--- src/szrd_pkg.sv ---
// ----------------------------------------------------------------------------
// szrd_pkg
// Shared types for the six-bit zero-run decoder: one result word and the
// bundle of up to two results that a single input byte yields.
// ----------------------------------------------------------------------------
package szrd_pkg;

   localparam int CODE_W  = 6;
   localparam int BYTE_W  = 8;
   localparam int STORE_W = 14;
   localparam int HELD_W  = 4;

   // one value/count run
   typedef struct packed {
      logic [CODE_W-1:0] value;
      logic [CODE_W-1:0] count;
      logic              last_of_item;
   } result_type;

   // results caused by one input byte, compacted into r0 then r1
   typedef struct packed {
      logic [1:0] num;
      result_type r0;
      result_type r1;
   } dec_bundle_type;

endpackage

--- src/szrd_decode.sv ---
// ----------------------------------------------------------------------------
// szrd_decode
// Bit accumulator and code interpreter. From the registered input byte and
// the held state it forms up to two codes, interprets them as headers or
// literals, and updates the state when the byte is consumed.
// ----------------------------------------------------------------------------
module szrd_decode (
   input  logic                             clock,
   input  logic                             reset,
   input  logic                             fire,
   input  logic [szrd_pkg::BYTE_W-1:0]      byte_value,
   input  logic                             from_tail,
   output szrd_pkg::dec_bundle_type         bundle
);

   localparam int CW = szrd_pkg::CODE_W;
   localparam int SW = szrd_pkg::STORE_W;
   localparam int HW = szrd_pkg::HELD_W;

   logic [SW-1:0] bit_store_ff, bit_store_in;
   logic [HW-1:0] bits_held_ff, bits_held_in;
   logic [CW-1:0] lits_left_ff, lits_left_in;

   // one code step: literal when literals are pending, else a header
   typedef struct packed {
      logic          emit;
      logic [CW-1:0] value;
      logic [CW-1:0] count;
      logic [CW-1:0] lits;
   } step_type;

   function automatic step_type take_code(input logic [CW-1:0] code,
                                          input logic [CW-1:0] lits);
      step_type s;
      s.emit  = 1'b0;
      s.value = '0;
      s.count = '0;
      s.lits  = lits;
      if (lits != '0) begin
         s.emit  = 1'b1;
         s.value = code;
         s.count = CW'(1);
         s.lits  = lits - CW'(1);
      end else if (code[CW-1]) begin
         s.lits  = {1'b0, code[CW-2:0]} + CW'(1);
      end else begin
         s.emit  = 1'b1;
         s.count = code + CW'(1);
      end
      return s;
   endfunction

   logic [2:0]    held;
   logic [SW-1:0] merged;
   logic          two_codes;
   logic [CW-1:0] code0, code1;
   step_type      st0, st1;
   szrd_pkg::result_type res0, res1;

   // clamp held count and merge the new byte above the held bits
   always_comb begin
      held      = (bits_held_ff > HW'(5)) ? 3'd5 : bits_held_ff[2:0];
      merged    = bit_store_ff | ({{(SW-szrd_pkg::BYTE_W){1'b0}}, byte_value} << held);
      two_codes = !from_tail && (held >= 3'd4);
      code0     = from_tail ? byte_value[CW-1:0] : merged[CW-1:0];
      code1     = merged[2*CW-1:CW];
   end

   // interpret codes in order
   always_comb begin
      st0 = take_code(code0, lits_left_ff);
      st1 = take_code(code1, st0.lits);
   end

   // compact results and flag the final one
   always_comb begin
      res0 = '{value: st0.value, count: st0.count, last_of_item: 1'b0};
      res1 = '{value: st1.value, count: st1.count, last_of_item: 1'b1};
      bundle.r1 = res1;
      if (st0.emit && two_codes && st1.emit) begin
         bundle.num = 2'd2;
         bundle.r0  = res0;
      end else if (st0.emit) begin
         bundle.num = 2'd1;
         bundle.r0  = '{value: st0.value, count: st0.count, last_of_item: 1'b1};
      end else if (two_codes && st1.emit) begin
         bundle.num = 2'd1;
         bundle.r0  = res1;
      end else begin
         bundle.num = 2'd0;
         bundle.r0  = res0;
      end
   end

   // next state
   always_comb begin
      bit_store_in = bit_store_ff;
      bits_held_in = bits_held_ff;
      lits_left_in = lits_left_ff;
      if (fire) begin
         if (from_tail) begin
            lits_left_in = st0.lits;
         end else if (two_codes) begin
            bit_store_in = merged >> (2*CW);
            bits_held_in = {1'b0, held} - HW'(4);
            lits_left_in = st1.lits;
         end else begin
            bit_store_in = merged >> CW;
            bits_held_in = {1'b0, held} + HW'(2);
            lits_left_in = st0.lits;
         end
      end
   end

   always_ff @(posedge clock) begin
      if (reset) begin
         bit_store_ff <= '0;
         bits_held_ff <= '0;
         lits_left_ff <= '0;
      end else begin
         bit_store_ff <= bit_store_in;
         bits_held_ff <= bits_held_in;
         lits_left_ff <= lits_left_in;
      end
   end

endmodule

--- src/szrd_out_buf.sv ---
// ----------------------------------------------------------------------------
// szrd_out_buf
// Two-slot result register. Takes all results of one byte at once and
// hands them out one word per cycle on the result channel unless stalled.
// ----------------------------------------------------------------------------
module szrd_out_buf (
   input  logic                                clock,
   input  logic                                reset,
   input  logic                                load,
   input  szrd_pkg::dec_bundle_type            bundle,
   output logic                                free,
   output logic [1:0]                          fill,
   output logic                                rsp_valid,
   input  logic                                rsp_stall,
   output logic [szrd_pkg::CODE_W-1:0]         rsp_value,
   output logic [szrd_pkg::CODE_W-1:0]         rsp_count,
   output logic                                rsp_last_of_item
);

   szrd_pkg::result_type slot0_ff, slot0_in, slot1_ff, slot1_in;
   logic [1:0]           cnt_ff, cnt_in;
   logic                 pop;

   // space check: empty, or last word leaving now
   always_comb begin
      pop  = rsp_valid && !rsp_stall;
      free = (cnt_ff == 2'd0) || (cnt_ff == 2'd1 && pop);
   end

   // slot update
   always_comb begin
      slot0_in = slot0_ff;
      slot1_in = slot1_ff;
      cnt_in   = cnt_ff;
      if (load) begin
         slot0_in = bundle.r0;
         slot1_in = bundle.r1;
         cnt_in   = bundle.num;
      end else if (pop) begin
         slot0_in = slot1_ff;
         cnt_in   = cnt_ff - 2'd1;
      end
   end

   always_ff @(posedge clock) begin
      if (reset) begin
         cnt_ff <= '0;
      end else begin
         cnt_ff <= cnt_in;
      end
      slot0_ff <= slot0_in;
      slot1_ff <= slot1_in;
   end

   assign fill             = cnt_ff;
   assign rsp_valid        = (cnt_ff != 2'd0);
   assign rsp_value        = slot0_ff.value;
   assign rsp_count        = slot0_ff.count;
   assign rsp_last_of_item = slot0_ff.last_of_item;

endmodule

--- src/six_bit_zero_run_decoder_core.sv ---
// ----------------------------------------------------------------------------
// six_bit_zero_run_decoder_core
// Decodes compressed bytes into value/count runs of the output stream.
// ----------------------------------------------------------------------------
// Each accepted byte is registered, then decoded together with the held
// bit accumulator and literal count, and its zero, one or two result words
// are loaded together into a two-slot result register. A byte that yields at
// most one word is taken every cycle while the receiver does not stall; a
// byte that yields two words holds the input while its first word is sent,
// since the result port sends one word per cycle.
// ----------------------------------------------------------------------------
module six_bit_zero_run_decoder_core (
   input  logic                             clock,
   input  logic                             reset,
   input  logic                             req_valid,
   output logic                             req_stall,
   input  logic [szrd_pkg::BYTE_W-1:0]      req_byte_value,
   input  logic                             req_from_tail,
   output logic                             rsp_valid,
   input  logic                             rsp_stall,
   output logic [szrd_pkg::CODE_W-1:0]      rsp_value,
   output logic [szrd_pkg::CODE_W-1:0]      rsp_count,
   output logic                             rsp_last_of_item
);

   logic                          in_valid_ff, in_valid_in;
   logic [szrd_pkg::BYTE_W-1:0]   in_byte_ff;
   logic                          in_tail_ff;
   logic                          free, fire, accept;
   logic [1:0]                    fill;
   szrd_pkg::dec_bundle_type      bundle;

   // input register handshake
   always_comb begin
      fire        = in_valid_ff && free;
      req_stall   = in_valid_ff && !fire;
      accept      = req_valid && !req_stall;
      in_valid_in = accept ? 1'b1 : (fire ? 1'b0 : in_valid_ff);
   end

   always_ff @(posedge clock) begin
      if (reset) begin
         in_valid_ff <= 1'b0;
      end else begin
         in_valid_ff <= in_valid_in;
      end
      if (accept) begin
         in_byte_ff <= req_byte_value;
         in_tail_ff <= req_from_tail;
      end
   end

   szrd_decode u_decode (
      .clock      (clock),
      .reset      (reset),
      .fire       (fire),
      .byte_value (in_byte_ff),
      .from_tail  (in_tail_ff),
      .bundle     (bundle)
   );

   szrd_out_buf u_out_buf (
      .clock            (clock),
      .reset            (reset),
      .load             (fire),
      .bundle           (bundle),
      .free             (free),
      .fill             (fill),
      .rsp_valid        (rsp_valid),
      .rsp_stall        (rsp_stall),
      .rsp_value        (rsp_value),
      .rsp_count        (rsp_count),
      .rsp_last_of_item (rsp_last_of_item)
   );

`ifndef SYNTHESIS
   // result buffer never holds more than two words
   assert property (@(posedge clock) disable iff (reset) fill != 2'd3)
      else $error("result buffer overfilled");

   // every run carries a count of 1 to 32
   assert property (@(posedge clock) disable iff (reset)
      rsp_valid |-> (rsp_count != '0 && rsp_count <= 6'd32))
      else $error("run count out of range");

   // a held byte that is not decoded stays held
   assert property (@(posedge clock) disable iff (reset)
      (in_valid_ff && !fire) |=> in_valid_ff)
      else $error("input byte dropped");

   // a second word only follows a word that is not last of its byte
   assert property (@(posedge clock) disable iff (reset)
      (fill == 2'd2) |-> !rsp_last_of_item)
      else $error("last flag on first of two words");
`endif

endmodule

--- config.mk ---
export PLATFORM = sky130hd
export DESIGN_NAME = six_bit_zero_run_decoder_core
export DESIGN_NICKNAME = d
export VERILOG_FILES = /design/src/szrd_pkg.sv /design/src/szrd_decode.sv /design/src/szrd_out_buf.sv /design/src/six_bit_zero_run_decoder_core.sv
export SDC_FILE = /design/constraint.sdc
export NUM_CORES = 1
export LEC_CHECK = 0
export ABC_CLOCK_PERIOD_IN_PS = 3880
export CORE_MARGIN = 3
export CORE_UTILIZATION = 55
export CTS_CLUSTER_SIZE = 8
export DETAILED_ROUTE_END_ITERATION = 7
export DONT_BUFFER_PORTS = 1
export PLACE_DENSITY = 0.7
export SYNTH_ARGS = -nofsm -noshare
export SYNTH_HDL_FRONTEND = slang
export SYNTH_SLANG_ARGS = --single-unit
--- constraint.sdc ---
create_clock -name clock -period 3.88 [get_ports clock]
set_clock_uncertainty 0.2 [all_clocks]
set_input_delay 0.194 -clock clock [delete_from_list [all_inputs] [get_ports clock]]
set_output_delay 0.194 -clock clock [all_outputs]
set_load 0.02 [all_outputs]
==> results_dict.tcl <==
set metrics [dict create \
    critPathArrivalTime_ns 3.57 \
    vias_per_cell 6.456 \
    grtUsageMet3_pct 4.466 \
    start_kind "flip-flop" \
    globalRouteMet1Util_pct 35.45 \
    slowest_delay_ns 0.51 \
    cts_root_buf "clkbuf_8" \
    synth_common_cells "nor2_1, nand2_1, edfxtp_1" \
    grt_usage_pct 24.75 \
    leakage_uw 0.001350 \
    slew_headroom_pct 46.92 \
    antenna_found_initial 0 \
    die_area_mm2 0.007214 \
    insertion_delay_ns 0.31 \
    cts_tree "built" \
    area_delta_synth_final_pct 9.128 \
    avgSynthCellArea_um2 9.042 \
    drt-pass1-iter-count 5 \
    multi_input_area_mm2 0.001790 \
    totalWireLength_mm 8.700 \
    p_per_area_mw_per_mm2 531.6 \
    post_drt_wl_per_cell_um 18.71 \
    ys_seq_elements 55 \
    drive_gt1_share_pct 11.28 \
    grt_start_max_net_pins 27 \
    status "complete, no violations" \
    nets 409 \
    first_iter_violations 367 \
    ys_top_cells_by_area "edfxtp_1, dfxtp_1, nor2_1, a21oi_1, nand2_1" \
    yosysTopAreaCellShare_pct 29.79 \
    grt_pass1_vias 2773 \
    ys_types 68 \
    post_cts_buffers 0 \
    cp_cell_sequence "inv_1 > ha_1 > or4b_1 > or2_4 > o311a_1 > inv_1 > ha_1 > nand3_1 > nor3_4 > buf_4 > nand3_1 > o221ai_1" \
    cap_violations 0 \
    timing.final.hold_violations 0 \
    hold_ws_ns 0.1137 \
    die_w_um 84.94 \
    core_area_mm2 0.005991 \
    cp_max_fo 10 \
    clk_pin_slew_ns 0.10 \
    grt_pass1_wl_mm 14.32 \
    start_util_pct 57.21 \
    synth-main-ff-cell "edfxtp_1" \
    cts_buffers 5 \
    worstSetupPathType "flip-flop to flip-flop" \
    seqCellArea_mm2 0.001445 \
    netlist_area_mm2 0.003427 \
    seq_area_frac_synth_pct 42.06 \
    diodes 0 \
    min_period_ns 3.626 \
    ys_async_sr_fraction_pct 0 \
    slowest_stage "or4b_1" \
    io-pin-count 28 \
    synth_cells 379 \
    post-route-period-util_pct 93.45 \
    setup_tns_ns 0 \
    cts.sinks 55 \
    fillers 517 \
    hold_class "input pin to flip-flop" \
    finalMaxSlewViolations 0 \
    setup_viol 0 \
    required_ns 3.83 \
    globalRouteOverflowTotal 0 \
    fin_util_pct 62.43 \
    rows 28 \
    synth_top_area_cell "edfxtp_1" \
    ys_warn_count 0 \
    fmax_mhz 275.8 \
    max-vdd-ir-drop_mv 0.3203 \
    drc 0 \
    total_power_uw 1988 \
    worst_pin_slew_ns 0.7935 \
    synth.most_common_cell "nor2_1" \
    dp_hpwl_mm 6.258 \
    ant_nets 0 \
    use_met2_pct 38.86 \
    io_buffers 0 \
    synth_fp_nets 399 \
    gp_congestion 0.9297 \
    clockBufferDepth 2 \
    synth_edf_count 34 \
    rsz0062_at_grt "no" \
    die_h_um 84.94 \
    vias 3002 \
    busiest_layer "met2" \
    endpoint_kind "flip-flop" \
    cts-htree-levels 2 \
]
## layer usage
metal	vias to the layer above	part of all wire, %
met5	-	0
met4	0	1.5
met2	149	46
met3	14	8.2
met1	1436	45
li1	1403	-
## stage by stage
stage	cell area, um2	instances	worst slack [ns]
after global placement	3503	445	0.3190
final	3740	465	0.2543
after CTS	3734	465	0.1861
after global routing	3740	465	0.05583
after detailed placement	3503	445	0.2110
after floorplan	3427	379	0.5928
## state kept, by name, summed over array words and instances, names as in the netlist
| register | count |
|---|---|
| u_decode.bit_store_ff | 8 |
| in_tail_ff | 1 |
| u_out_buf.rsp_last_of_item | 1 |
| u_out_buf.rsp_count | 6 |
| u_decode.bits_held_ff | 4 |
| u_out_buf.rsp_value | 6 |
| u_decode.lits_left_ff | 6 |
| in_byte_ff | 8 |
| u_out_buf.slot1_ff | 12 |
| in_valid_ff | 1 |
| u_out_buf.fill | 2 |
## layout make-up
cell class	count	share of cell area [%]
Clock buffer	6	1.940
Clock inverter	2	1.004
Inverter	22	2.208
Multi-Input combinational cell	280	47.88
Sequential cell	55	38.64
Tap cell	75	2.509
Timing Repair Buffer	25	5.821
## timing repair
| item | 4_1_cts | 5_1_grt |
|---|---|---|
| hold buffers | 12 | 0 |
| endpoints found under the hold margin | 30 | 0 |
| setup endpoints to repair | 0 | 7 |
| resized for setup | 0 | 4 |
## layout by cell type, fill, tap and decap left out, drive strengths merged, types with 3 or more instances in the layout
master,synthesis,layout
a211oi,5,5
a21oi,32,32
a31oi,8,8
and2,6,6
and3,3,3
buf,13,13
clkbuf,9,6
dfxtp,21,21
dlygate4sd3,0,12
edfxtp,34,34
ha,7,7
inv,22,22
mux2,5,5
mux2i,8,8
nand2,38,38
nand2b,8,8
nand3,13,13
nor2,50,50
nor2b,3,3
nor3,10,10
nor3b,3,3
o21ai,11,11
o221ai,9,9
o22ai,7,7
o31ai,4,4
o41ai,3,3
or2,3,3
or3,4,4
xnor2,6,6
xor2,3,3
## path summary, 6_finish.rpt
check	endpoint	from	slack, ns	cells after the start
worst min register to register	u_decode.bit_store_ff[6]	u_decode.bit_store_ff[6]	0.29	1
worst max-delay path	u_out_buf.rsp_count[4]	u_decode.lits_left_ff[0]	0.25	12
worst max register to register	u_out_buf.rsp_count[4]	u_decode.lits_left_ff[0]	0.25	12
worst min-delay path	u_out_buf.rsp_value[5]	rsp_stall	0.11	2
## power breakdown
| group | switching, uW | internal (uW) | leakage [uW] |
|---|---|---|---|
| Combinational | 497 | 292 | 0.000806 |
| Sequential | 90.0 | 720 | 0.000493 |
| Clock | 196 | 193 | 0.0000514 |
| Total | 783 | 1200 | 0.00135 |
## worst max-delay path: cells and delay by family (launching register included)
| kind | cells | cell delay [ns] |
|---|---|---|
| and+or+nand+nor | 5 | 1.37 |
| AOI/OAI and AO/OA | 2 | 0.70 |
| buffers and inverters | 3 | 0.38 |
| DFF | 1 | 0.34 |
| adders and majority gates | 2 | 0.47 |
## cell families (layout without fill, tap and decap cells)
family / Yosys count / in the layout / synth area share [%]
AOI/OAI and AO/OA: 102 / 102 / 21.87
xor gates and xnor gates: 9 / 9 / 2.300
adders and majority gates: 7 / 7 / 2.556
buffers and inverters: 44 / 55 / 5.768
DFF: 55 / 55 / 42.06
muxes: 13 / 13 / 4.089
and+or+nand+nor: 149 / 149 / 21.36
Power figures use the tool's default switching activity.
